<file path="src/sv/cid_pkg.sv">
`timescale 1ns / 1ps
// ----------------------------------------------------------------------------
// cid_pkg
// Shared constants, codes and types of the cluster isolation detector.
// ----------------------------------------------------------------------------
package cid_pkg;

    localparam int MAX_NODES = 16;
    localparam int SLOT_W    = $clog2(MAX_NODES);
    localparam int FILL_W    = $clog2(MAX_NODES + 1);

    localparam int ID_W      = 32;
    localparam int SVC_W     = 32;
    localparam int CMD_W     = 2;
    localparam int KIND_W    = 2;
    localparam int TICK_W    = 16;
    localparam int CNT_OUT_W = 5;
    localparam int CFG_W     = 32;
    localparam int CFG_IDX_W = 2;
    localparam int FLAG_W    = 3;
    localparam int STATUS_W  = 2;

    // commands
    localparam logic [CMD_W-1:0] CMD_EVENT = 2'd0;
    localparam logic [CMD_W-1:0] CMD_CHECK = 2'd1;
    localparam logic [CMD_W-1:0] CMD_TICK  = 2'd2;

    // topology event kinds
    localparam logic [KIND_W-1:0] KIND_PUBLISHED = 2'd0;
    localparam logic [KIND_W-1:0] KIND_WITHDRAWN = 2'd1;

    // configuration register indexes
    localparam logic [CFG_IDX_W-1:0] REG_CTRL_TYPE   = 2'd0;
    localparam logic [CFG_IDX_W-1:0] REG_ACTIVE_TYPE = 2'd1;
    localparam logic [CFG_IDX_W-1:0] REG_AWAIT_TICKS = 2'd2;

    localparam logic [TICK_W-1:0] AWAIT_TICKS_RESET = 16'd1000;

    // node flag bits
    localparam int FLAG_CTRL = 0;
    localparam int FLAG_ACT  = 1;
    localparam int FLAG_UP   = 2;

    // await timer states
    localparam logic [STATUS_W-1:0] ST_IDLE = 2'd0;
    localparam logic [STATUS_W-1:0] ST_RUN  = 2'd1;
    localparam logic [STATUS_W-1:0] ST_EXP  = 2'd2;

    typedef struct packed {
        logic full;
        logic act_inc;
        logic act_dec;
        logic cup_inc;
        logic cup_dec;
    } tbl_result_t;

    function automatic logic [CNT_OUT_W-1:0] sat_count(input logic [FILL_W-1:0] c);
        logic [31:0] wide;
        wide = 32'(c);
        if (wide > 32'd31)
        begin
            sat_count = 5'd31;
        end
        else
        begin
            sat_count = wide[CNT_OUT_W-1:0];
        end
    endfunction

endpackage

</file>
<file path="src/sv/cid_req_if.sv">
`timescale 1ns / 1ps
// ----------------------------------------------------------------------------
// cid_req_if
// Input item channel: valid/ready handshake with the item fields.
// ----------------------------------------------------------------------------
interface cid_req_if;
    logic        valid;
    logic        ready;
    logic [1:0]  command;
    logic [31:0] node_id;
    logic [1:0]  event_kind;
    logic [31:0] service_type;

    modport source (output valid, command, node_id, event_kind, service_type,
                    input ready);
    modport sink   (input valid, command, node_id, event_kind, service_type,
                    output ready);
endinterface

</file>
<file path="src/sv/cid_rsp_if.sv">
`timescale 1ns / 1ps
// ----------------------------------------------------------------------------
// cid_rsp_if
// Result item channel: valid/ready handshake with the result fields.
// ----------------------------------------------------------------------------
interface cid_rsp_if;
    logic       valid;
    logic       ready;
    logic [1:0] updates_sent;
    logic       isolated;
    logic [4:0] active_count;
    logic [4:0] controller_up_count;
    logic       timer_running;
    logic       table_full;

    modport source (output valid, updates_sent, isolated, active_count,
                    controller_up_count, timer_running, table_full,
                    input ready);
    modport sink   (input valid, updates_sent, isolated, active_count,
                    controller_up_count, timer_running, table_full,
                    output ready);
endinterface

</file>
<file path="src/sv/cid_table.sv">
`timescale 1ns / 1ps
// ----------------------------------------------------------------------------
// cid_table
// Node table: parallel lookup of the named node, allocation of the lowest
// free slot, flag update, and the resulting change of the running counts.
// ----------------------------------------------------------------------------
module cid_table (
    input  logic                         clk,
    input  logic                         rst_n,
    input  logic                         evt_en,
    input  logic [cid_pkg::ID_W-1:0]     node_id,
    input  logic [cid_pkg::KIND_W-1:0]   event_kind,
    input  logic [cid_pkg::SVC_W-1:0]    service_type,
    input  logic [cid_pkg::SVC_W-1:0]    ctrl_type,
    input  logic [cid_pkg::SVC_W-1:0]    act_type,
    output cid_pkg::tbl_result_t         result
);
    import cid_pkg::*;

    logic [ID_W-1:0]    node_ids_reg [MAX_NODES];
    logic [FLAG_W-1:0]  flags_reg [MAX_NODES];
    logic [FILL_W-1:0]  fill_reg;
    logic [FILL_W-1:0]  fill_next;

    logic [MAX_NODES-1:0] hit;
    logic [SLOT_W-1:0]    hit_slot;
    logic                 any_hit;
    logic                 full;
    logic                 we;
    logic [SLOT_W-1:0]    slot;
    logic [FLAG_W-1:0]    old_flags;
    logic [FLAG_W-1:0]    new_flags;
    logic                 old_cup;
    logic                 new_cup;

    // entries are never freed, so the valid slots are exactly [0, fill)
    always_comb
    begin
        hit_slot = '0;
        for (int i = 0; i < MAX_NODES; i++)
        begin
            hit[i] = (FILL_W'(i) < fill_reg) && (node_ids_reg[i] == node_id);
            if (hit[i])
            begin
                hit_slot = hit_slot | SLOT_W'(i);
            end
        end
    end

    assign any_hit   = |hit;
    assign full      = !any_hit && (fill_reg == FILL_W'(MAX_NODES));
    assign slot      = any_hit ? hit_slot : fill_reg[SLOT_W-1:0];
    assign we        = evt_en && !full;
    assign old_flags = any_hit ? flags_reg[slot] : '0;

    always_comb
    begin
        new_flags = old_flags;
        case (event_kind)
            KIND_PUBLISHED:
            begin
                if (service_type == ctrl_type)
                begin
                    new_flags[FLAG_CTRL] = 1'b1;
                end
                else if (service_type == act_type)
                begin
                    new_flags[FLAG_ACT] = 1'b1;
                end
                else if (service_type == '0)
                begin
                    new_flags[FLAG_UP] = 1'b1;
                end
            end
            KIND_WITHDRAWN:
            begin
                if (service_type == act_type)
                begin
                    new_flags[FLAG_ACT] = 1'b0;
                end
                else if (service_type == '0)
                begin
                    new_flags[FLAG_UP]   = 1'b0;
                    new_flags[FLAG_CTRL] = 1'b0;
                end
            end
            default:
            begin
                new_flags = old_flags;
            end
        endcase
    end

    assign old_cup = old_flags[FLAG_CTRL] && old_flags[FLAG_UP];
    assign new_cup = new_flags[FLAG_CTRL] && new_flags[FLAG_UP];

    always_comb
    begin
        result.full    = evt_en && full;
        result.act_inc = we && !old_flags[FLAG_ACT] && new_flags[FLAG_ACT];
        result.act_dec = we && old_flags[FLAG_ACT] && !new_flags[FLAG_ACT];
        result.cup_inc = we && !old_cup && new_cup;
        result.cup_dec = we && old_cup && !new_cup;
    end

    assign fill_next = (we && !any_hit) ? fill_reg + FILL_W'(1) : fill_reg;

    always_ff @(posedge clk or negedge rst_n)
    begin
        if (!rst_n)
        begin
            fill_reg <= '0;
            for (int i = 0; i < MAX_NODES; i++)
            begin
                flags_reg[i] <= '0;
            end
        end
        else
        begin
            fill_reg <= fill_next;
            if (we)
            begin
                flags_reg[slot] <= new_flags;
            end
        end
    end

    always_ff @(posedge clk)
    begin
        if (we && !any_hit)
        begin
            node_ids_reg[slot] <= node_id;
        end
    end

endmodule

</file>
<file path="src/sv/cluster_isolation_detector_top.sv">
`timescale 1ns / 1ps
// ----------------------------------------------------------------------------
// cluster_isolation_detector_top
// Tracks peer nodes from topology events, runs the await-active timer and
// applies the isolation rule after every item, one result per item.
// ----------------------------------------------------------------------------
// Stages: input register, then result register. Throughput: one item per
// cycle while results are taken, set by the combinational table lookup
// and state update; a stalled result holds the input once both stages
// are full.
// Reset: asynchronous active low; clears the node table, counts, timer and
// isolation flag and loads the register defaults; node ids are not cleared.
module cluster_isolation_detector_top (
    input  logic                          clk,
    input  logic                          rst_n,
    input  logic                          cfg_we,
    input  logic [cid_pkg::CFG_IDX_W-1:0] cfg_index,
    input  logic [cid_pkg::CFG_W-1:0]     cfg_data,
    cid_req_if.sink                       req,
    cid_rsp_if.source                     rsp
);
    import cid_pkg::*;

    // configuration
    logic [SVC_W-1:0]  ctrl_type_reg;
    logic [SVC_W-1:0]  act_type_reg;
    logic [TICK_W-1:0] await_ticks_reg;

    // input stage
    logic              in_valid_reg;
    logic [CMD_W-1:0]  cmd_reg;
    logic [ID_W-1:0]   id_reg;
    logic [KIND_W-1:0] kind_reg;
    logic [SVC_W-1:0]  svc_reg;

    // detector state
    logic [FILL_W-1:0]   act_total_reg;
    logic [FILL_W-1:0]   act_total_next;
    logic [FILL_W-1:0]   cup_total_reg;
    logic [FILL_W-1:0]   cup_total_next;
    logic [STATUS_W-1:0] status_reg;
    logic [STATUS_W-1:0] status_next;
    logic [TICK_W-1:0]   counter_reg;
    logic [TICK_W-1:0]   counter_next;
    logic                iso_reg;
    logic                iso_next;

    // result stage
    logic                 out_valid_reg;
    logic [1:0]           upd_reg;
    logic [1:0]           upd_next;
    logic                 iso_out_reg;
    logic [CNT_OUT_W-1:0] act_out_reg;
    logic [CNT_OUT_W-1:0] cup_out_reg;
    logic                 run_out_reg;
    logic                 full_out_reg;

    logic        advance;
    logic        rule_upd;
    tbl_result_t tbl;

    assign advance   = in_valid_reg && (!out_valid_reg || rsp.ready);
    assign req.ready = !in_valid_reg || advance;

    cid_table u_table (
        .clk          (clk),
        .rst_n        (rst_n),
        .evt_en       (advance && (cmd_reg == CMD_EVENT)),
        .node_id      (id_reg),
        .event_kind   (kind_reg),
        .service_type (svc_reg),
        .ctrl_type    (ctrl_type_reg),
        .act_type     (act_type_reg),
        .result       (tbl)
    );

    always_comb
    begin
        act_total_next = act_total_reg + FILL_W'(tbl.act_inc) - FILL_W'(tbl.act_dec);
        cup_total_next = cup_total_reg + FILL_W'(tbl.cup_inc) - FILL_W'(tbl.cup_dec);
    end

    // timer tick, then the isolation rule on the updated counts
    always_comb
    begin
        status_next  = status_reg;
        counter_next = counter_reg;
        iso_next     = iso_reg;
        rule_upd     = 1'b0;

        if ((cmd_reg == CMD_TICK) && (status_reg == ST_RUN))
        begin
            if (counter_reg <= TICK_W'(1))
            begin
                counter_next = '0;
                status_next  = ST_EXP;
            end
            else
            begin
                counter_next = counter_reg - TICK_W'(1);
            end
        end

        if (cup_total_next == '0)
        begin
            status_next = ST_IDLE;
            iso_next    = 1'b1;
            rule_upd    = 1'b1;
        end
        else if (act_total_next == '0)
        begin
            case (status_next)
                ST_RUN:
                begin
                    rule_upd = 1'b0;
                end
                ST_EXP:
                begin
                    iso_next    = 1'b1;
                    status_next = ST_IDLE;
                    rule_upd    = 1'b1;
                end
                default:
                begin
                    status_next  = ST_RUN;
                    counter_next = await_ticks_reg;
                end
            endcase
        end
        else
        begin
            status_next = ST_IDLE;
            iso_next    = (act_total_next != FILL_W'(1));
            rule_upd    = 1'b1;
        end

        upd_next = 2'(rule_upd) + 2'((cmd_reg == CMD_CHECK) && iso_reg);
    end

    always_ff @(posedge clk or negedge rst_n)
    begin
        if (!rst_n)
        begin
            ctrl_type_reg   <= '0;
            act_type_reg    <= '0;
            await_ticks_reg <= AWAIT_TICKS_RESET;
        end
        else if (cfg_we)
        begin
            case (cfg_index)
                REG_CTRL_TYPE:   ctrl_type_reg   <= cfg_data[SVC_W-1:0];
                REG_ACTIVE_TYPE: act_type_reg    <= cfg_data[SVC_W-1:0];
                REG_AWAIT_TICKS: await_ticks_reg <= cfg_data[TICK_W-1:0];
                default:         ctrl_type_reg   <= ctrl_type_reg;
            endcase
        end
    end

    // input register
    always_ff @(posedge clk or negedge rst_n)
    begin
        if (!rst_n)
        begin
            in_valid_reg <= 1'b0;
        end
        else if (req.ready)
        begin
            in_valid_reg <= req.valid;
        end
    end

    always_ff @(posedge clk)
    begin
        if (req.valid && req.ready)
        begin
            cmd_reg  <= req.command;
            id_reg   <= req.node_id;
            kind_reg <= req.event_kind;
            svc_reg  <= req.service_type;
        end
    end

    // detector state
    always_ff @(posedge clk or negedge rst_n)
    begin
        if (!rst_n)
        begin
            act_total_reg <= '0;
            cup_total_reg <= '0;
            status_reg    <= ST_IDLE;
            counter_reg   <= '0;
            iso_reg       <= 1'b0;
        end
        else if (advance)
        begin
            act_total_reg <= act_total_next;
            cup_total_reg <= cup_total_next;
            status_reg    <= status_next;
            counter_reg   <= counter_next;
            iso_reg       <= iso_next;
        end
    end

    // result register
    always_ff @(posedge clk or negedge rst_n)
    begin
        if (!rst_n)
        begin
            out_valid_reg <= 1'b0;
        end
        else if (advance)
        begin
            out_valid_reg <= 1'b1;
        end
        else if (rsp.ready)
        begin
            out_valid_reg <= 1'b0;
        end
    end

    always_ff @(posedge clk)
    begin
        if (advance)
        begin
            upd_reg      <= upd_next;
            iso_out_reg  <= iso_next;
            act_out_reg  <= sat_count(act_total_next);
            cup_out_reg  <= sat_count(cup_total_next);
            run_out_reg  <= (status_next == ST_RUN);
            full_out_reg <= tbl.full;
        end
    end

    assign rsp.valid               = out_valid_reg;
    assign rsp.updates_sent        = upd_reg;
    assign rsp.isolated            = iso_out_reg;
    assign rsp.active_count        = act_out_reg;
    assign rsp.controller_up_count = cup_out_reg;
    assign rsp.timer_running       = run_out_reg;
    assign rsp.table_full          = full_out_reg;

endmodule

</file>
<file path="src/flat_wrapper.sv">
// flat-port wrapper written by rule: the top's interface ports become plain ports
module cluster_isolation_detector_top_flat import cid_pkg::*;
  (clk, rst_n, cfg_we, cfg_index, cfg_data, req_valid, req_command, req_node_id, req_event_kind, req_service_type, req_ready, rsp_valid, rsp_updates_sent, rsp_isolated, rsp_active_count, rsp_controller_up_count, rsp_timer_running, rsp_table_full, rsp_ready);
  cid_req_if req_i ();
  cid_rsp_if rsp_i ();
  input  logic clk;
  input  logic rst_n;
  input  logic cfg_we;
  input  logic [cid_pkg::CFG_IDX_W-1:0] cfg_index;
  input  logic [cid_pkg::CFG_W-1:0] cfg_data;
  input wire logic [$bits(req_i.valid)-1:0] req_valid;
  input wire logic [$bits(req_i.command)-1:0] req_command;
  input wire logic [$bits(req_i.node_id)-1:0] req_node_id;
  input wire logic [$bits(req_i.event_kind)-1:0] req_event_kind;
  input wire logic [$bits(req_i.service_type)-1:0] req_service_type;
  output wire logic [$bits(req_i.ready)-1:0] req_ready;
  output wire logic [$bits(rsp_i.valid)-1:0] rsp_valid;
  output wire logic [$bits(rsp_i.updates_sent)-1:0] rsp_updates_sent;
  output wire logic [$bits(rsp_i.isolated)-1:0] rsp_isolated;
  output wire logic [$bits(rsp_i.active_count)-1:0] rsp_active_count;
  output wire logic [$bits(rsp_i.controller_up_count)-1:0] rsp_controller_up_count;
  output wire logic [$bits(rsp_i.timer_running)-1:0] rsp_timer_running;
  output wire logic [$bits(rsp_i.table_full)-1:0] rsp_table_full;
  input wire logic [$bits(rsp_i.ready)-1:0] rsp_ready;
  assign req_i.valid = req_valid;
  assign req_i.command = req_command;
  assign req_i.node_id = req_node_id;
  assign req_i.event_kind = req_event_kind;
  assign req_i.service_type = req_service_type;
  assign req_ready = req_i.ready;
  assign rsp_valid = rsp_i.valid;
  assign rsp_updates_sent = rsp_i.updates_sent;
  assign rsp_isolated = rsp_i.isolated;
  assign rsp_active_count = rsp_i.active_count;
  assign rsp_controller_up_count = rsp_i.controller_up_count;
  assign rsp_timer_running = rsp_i.timer_running;
  assign rsp_table_full = rsp_i.table_full;
  assign rsp_i.ready = rsp_ready;
  cluster_isolation_detector_top u_core (.clk(clk), .rst_n(rst_n), .cfg_we(cfg_we), .cfg_index(cfg_index), .cfg_data(cfg_data), .req(req_i), .rsp(rsp_i));
endmodule
</file>
<file path="config.mk">
export PLATFORM = sky130hd
export DESIGN_NAME = cluster_isolation_detector_top_flat
export DESIGN_NICKNAME = d
export VERILOG_FILES = /design/src/sv/cid_pkg.sv /design/src/sv/cid_req_if.sv /design/src/sv/cid_rsp_if.sv /design/src/sv/cid_table.sv /design/src/sv/cluster_isolation_detector_top.sv /design/src/flat_wrapper.sv
export SDC_FILE = /design/constraint.sdc
export NUM_CORES = 1
export LEC_CHECK = 0
export ABC_AREA = 1
export CAP_MARGIN = 10
export CELL_PAD_IN_SITES_DETAIL_PLACEMENT = 1
export CELL_PAD_IN_SITES_GLOBAL_PLACEMENT = 1
export CORE_MARGIN = 2
export CORE_UTILIZATION = 45
export CTS_BUF_LIST = sky130_fd_sc_hd__clkbuf_8
export DETAILED_ROUTE_END_ITERATION = 7
export DONT_BUFFER_PORTS = 1
export PLACE_DENSITY = 0.81
export SYNTH_ARGS = -nofsm -noshare
export SYNTH_HDL_FRONTEND = slang
export SYNTH_SLANG_ARGS = --single-unit
</file>
<file path="constraint.sdc">
create_clock -name clk -period 6.49 [get_ports clk]
set_input_delay 1.298 -clock clk [delete_from_list [all_inputs] [get_ports clk]]
set_output_delay 1.298 -clock clk [all_outputs]
set_load 0.02 [all_outputs]
</file>
==> impl_metrics.ini <==
[floorplan]
coreArea_um2 = 77100
ios = 124
die_w_um = 282
start_util_pct = 45.2
dieArea_um2 = 79700
dieHeight_um = 282
rows = 102

[detailed_routing]
drt_iter0_drc = 2781
ant_nets = 0
vias_per_cell = 5.60
num_vias = 26100
routed_wirelength_um = 118000
drc = 0
drt_pass1_iterations = 5
wl_per_cell_um = 25.3

[run]
cap_viol_max_count = 0

[grt]
grt_pass1_wl_um = 171000
grt_pass1_vias = 27600
track_usage_pct = 29.1
grt_max_degree = 165
antenna_found_initial = 12
grt_overflow = 0

[clocking]
cts_buffers = 132
insertion_delay_ns = 0.83
h-tree-depth = 4
tritoncts = done
clk_pin_slew_ns = 0.07
numClockSinks = 759
root_buffer = clkbuf_8
cts.hold.buffers_added = 0
clockBufferDepth = 3

[synthesis]
syn_inst = 3353
syn-num-nets = 3479
synth_edf_count = 595
yosysTopAreaCellShare_pct = 51.3
ys_types = 46
yosys-top-cells-area = edfxtp_1 51%, dfrtp_1 11%, nand2_1 9.4%
seq_area_frac_synth_pct = 63.1
ys_ff_latch = 759
synth.most_common_cell = nand2_1
synth_ff_type = edfxtp_1
netlist_area_um2 = 34800
synth_warnings = 0
synth_common_cells = 868 x nand2_1, 595 x edfxtp_1, 343 x inv_1
synthArstFlopShare_pct = 21.6
synth_area_per_cell_um2 = 10.4
synth_top_area_cell = edfxtp_1

[place]
place.gp.congestion = 0.936
portBuffers = 0
dp_hpwl_um = 76300
postPlaceCellArea_um2 = 36600

[power_and_ir_drop]
p_sw_share_pct = 31.1
ir_worst_vdd_mv = 0.236
p_switching_w = 0.00383
internal_power_w = 0.00847
power_w = 0.0123
power_density_nw_per_um2 = 310
p_comb_share_pct = 17.6
p_seq_share_pct = 48.0
power.leakage_nw = 15.9
clkPwrFrac_pct = 34.4

[cells_and_area]
nets = 3655
filler_cell_count = 8468
areaGrowthSynthToFinish_pct = 13.8
drive_gt1_share_pct = 11.7
register_area_um2 = 22000
largest_reg_flops = 512
final_cell_area_um2 = 39600
multi_input_area_um2 = 11000
fin_util_pct = 51.4

[timing]
tns_ns = 0
tightest_slew_ns = 1.06
slew_headroom_pct = 28.8
maxSlewViolCount = 0
fmax_ghz = 0.162
finalSetupViolCount = 0
period_share_pct = 95.0
finClkSkew_ns = 0.0534
fin_crit_ns = 6.16
final_hold_viol_count = 0

[worst_setup_path]
r2r_slack_ns = 0.33
crit_required_ns = 7.22
reg2regPathDepth = 40
crit_path_end_kind = flop
worstSetupPathType = reg -> reg
worst_r2r_startpoint = u_core.id_reg[1]$_DFFE_PP_
crit_arrival_ns = 6.89
path_buf_inv = 9
path_delay_family = simple AND/OR/NAND/NOR gates
start_kind = flop
critical-path-max-stage-delay_ns = 0.47
crit_path_frequent_cell = nand2_1
path_max_fanout = 28
slowest_stage = edfxtp_1
worstReg2RegEnd = u_core.counter_reg[3]$_DFFE_PN0P_

[status]
status = completed

[hold_path]
hp-class = in -> async
-- layout by cell type, fill, tap and decap left out, types with 20 or more instances in the layout --
| cell type | Yosys | layout |
|---|---|---|
| nand3_1 | 98 | 92 |
| buf_12 | 0 | 20 |
| clkbuf_8 | 0 | 139 |
| o21ai_0 | 253 | 248 |
| xnor2_1 | 227 | 225 |
| inv_2 | 28 | 21 |
| nor2_2 | 4 | 22 |
| dfrtp_1 | 158 | 157 |
| nand2_1 | 868 | 865 |
| clkinv_1 | 0 | 24 |
| xor2_1 | 103 | 103 |
| edfxtp_1 | 595 | 595 |
| nand4_1 | 38 | 38 |
| o21ai_1 | 33 | 37 |
| inv_1 | 343 | 376 |
| nor2_1 | 342 | 307 |
| a21oi_1 | 25 | 24 |
| buf_4 | 27 | 101 |
-- power by group through the flow --
| stage | registers, W | logic [W] | clock network, W |
|---|---|---|---|
| after global placement | 0.00597 | 0.00193 | 0 |
| after floorplan | 0.00594 | 0.00131 | 0 |
| final | 0.00590 | 0.00216 | 0.00423 |
| after CTS | 0.00590 | 0.00204 | 0.00425 |
| after detailed placement | 0.00599 | 0.00201 | 0 |
| after global routing | 0.00593 | 0.00238 | 0.00446 |
-- kinds of logic (layout without fill, tap and decap cells) --
logic type,Yosys count,count (layout),synth area share (%)
buffers and inverters,470,744,5.99
adders and majority gates,19,19,0.725
other,0,6,0
muxes,1,1,0.0323
xor gates and xnor gates,330,330,8.30
AOI/OAI and AO/OA,350,350,5.31
DFF,759,759,63.1
and+or+nand+nor,1424,1424,16.6
-- through the flow --
stage	hold slack, ns	setup slack (ns)	cells
floorplan	0.440	1.12	3353
global placement	0.461	0.191	4399
detailed placement	0.468	-0.0840	4399
CTS	0.107	0.0000959	4636
global route	0.118	-0.160	4671
finish	0.161	0.327	4673
-- area by class of cell --
type	instances	area share, %
Clock buffer	139	4.83
Antenna cell	6	0.0379
Inverter	372	3.63
Sequential cell	759	55.4
Multi-Input combinational cell	2124	27.8
Tap cell	1040	3.28
Timing Repair Buffer	140	3.61
Clock inverter	93	1.34
-- per-layer routing --
| layer | part of all wire [%] | track usage, % | up-vias |
|---|---|---|---|
| met2 | 49 | 49.0 | 1338 |
| li1 | - | - | 11400 |
| met3 | 8.6 | 6.00 | 334 |
| met5 | 0.037 | 0 | - |
| met4 | 4.6 | 13.7 | 6 |
| met1 | 38 | 35.9 | 13100 |
-- how the worst max path moves through the flow --
stage / from / to / slack [ns] / cells after the start
6_report: u_core.id_reg[1]$_DFFE_PP_ / u_core.counter_reg[3]$_DFFE_PN0P_ / 0.33 / 40
2_1_floorplan: u_core.id_reg[12]$_DFFE_PP_ / u_core.counter_reg[13]$_DFFE_PN0P_ / 1.12 / 41
3_5_place_dp: u_core.id_reg[13]$_DFFE_PP_ / u_core.counter_reg[3]$_DFFE_PN0P_ / -0.08 / 40
3_3_place_gp: u_core.id_reg[13]$_DFFE_PP_ / u_core.counter_reg[3]$_DFFE_PN0P_ / 0.19 / 40
5_1_grt: u_core.id_reg[31]$_DFFE_PP_ / u_core.counter_reg[3]$_DFFE_PN0P_ / -0.16 / 39
4_1_cts: u_core.id_reg[9]$_DFFE_PP_ / u_core.counter_reg[3]$_DFFE_PN0P_ / 0.0001 / 38
-- what timing repair did --
item                       4_1_cts  5_1_grt
resized for setup                7       79
buffers inserted                 6       26
cloned                           0        4
pin swaps                        0        2
setup endpoints to repair       17       22
Power figures use the tool's default switching activity.
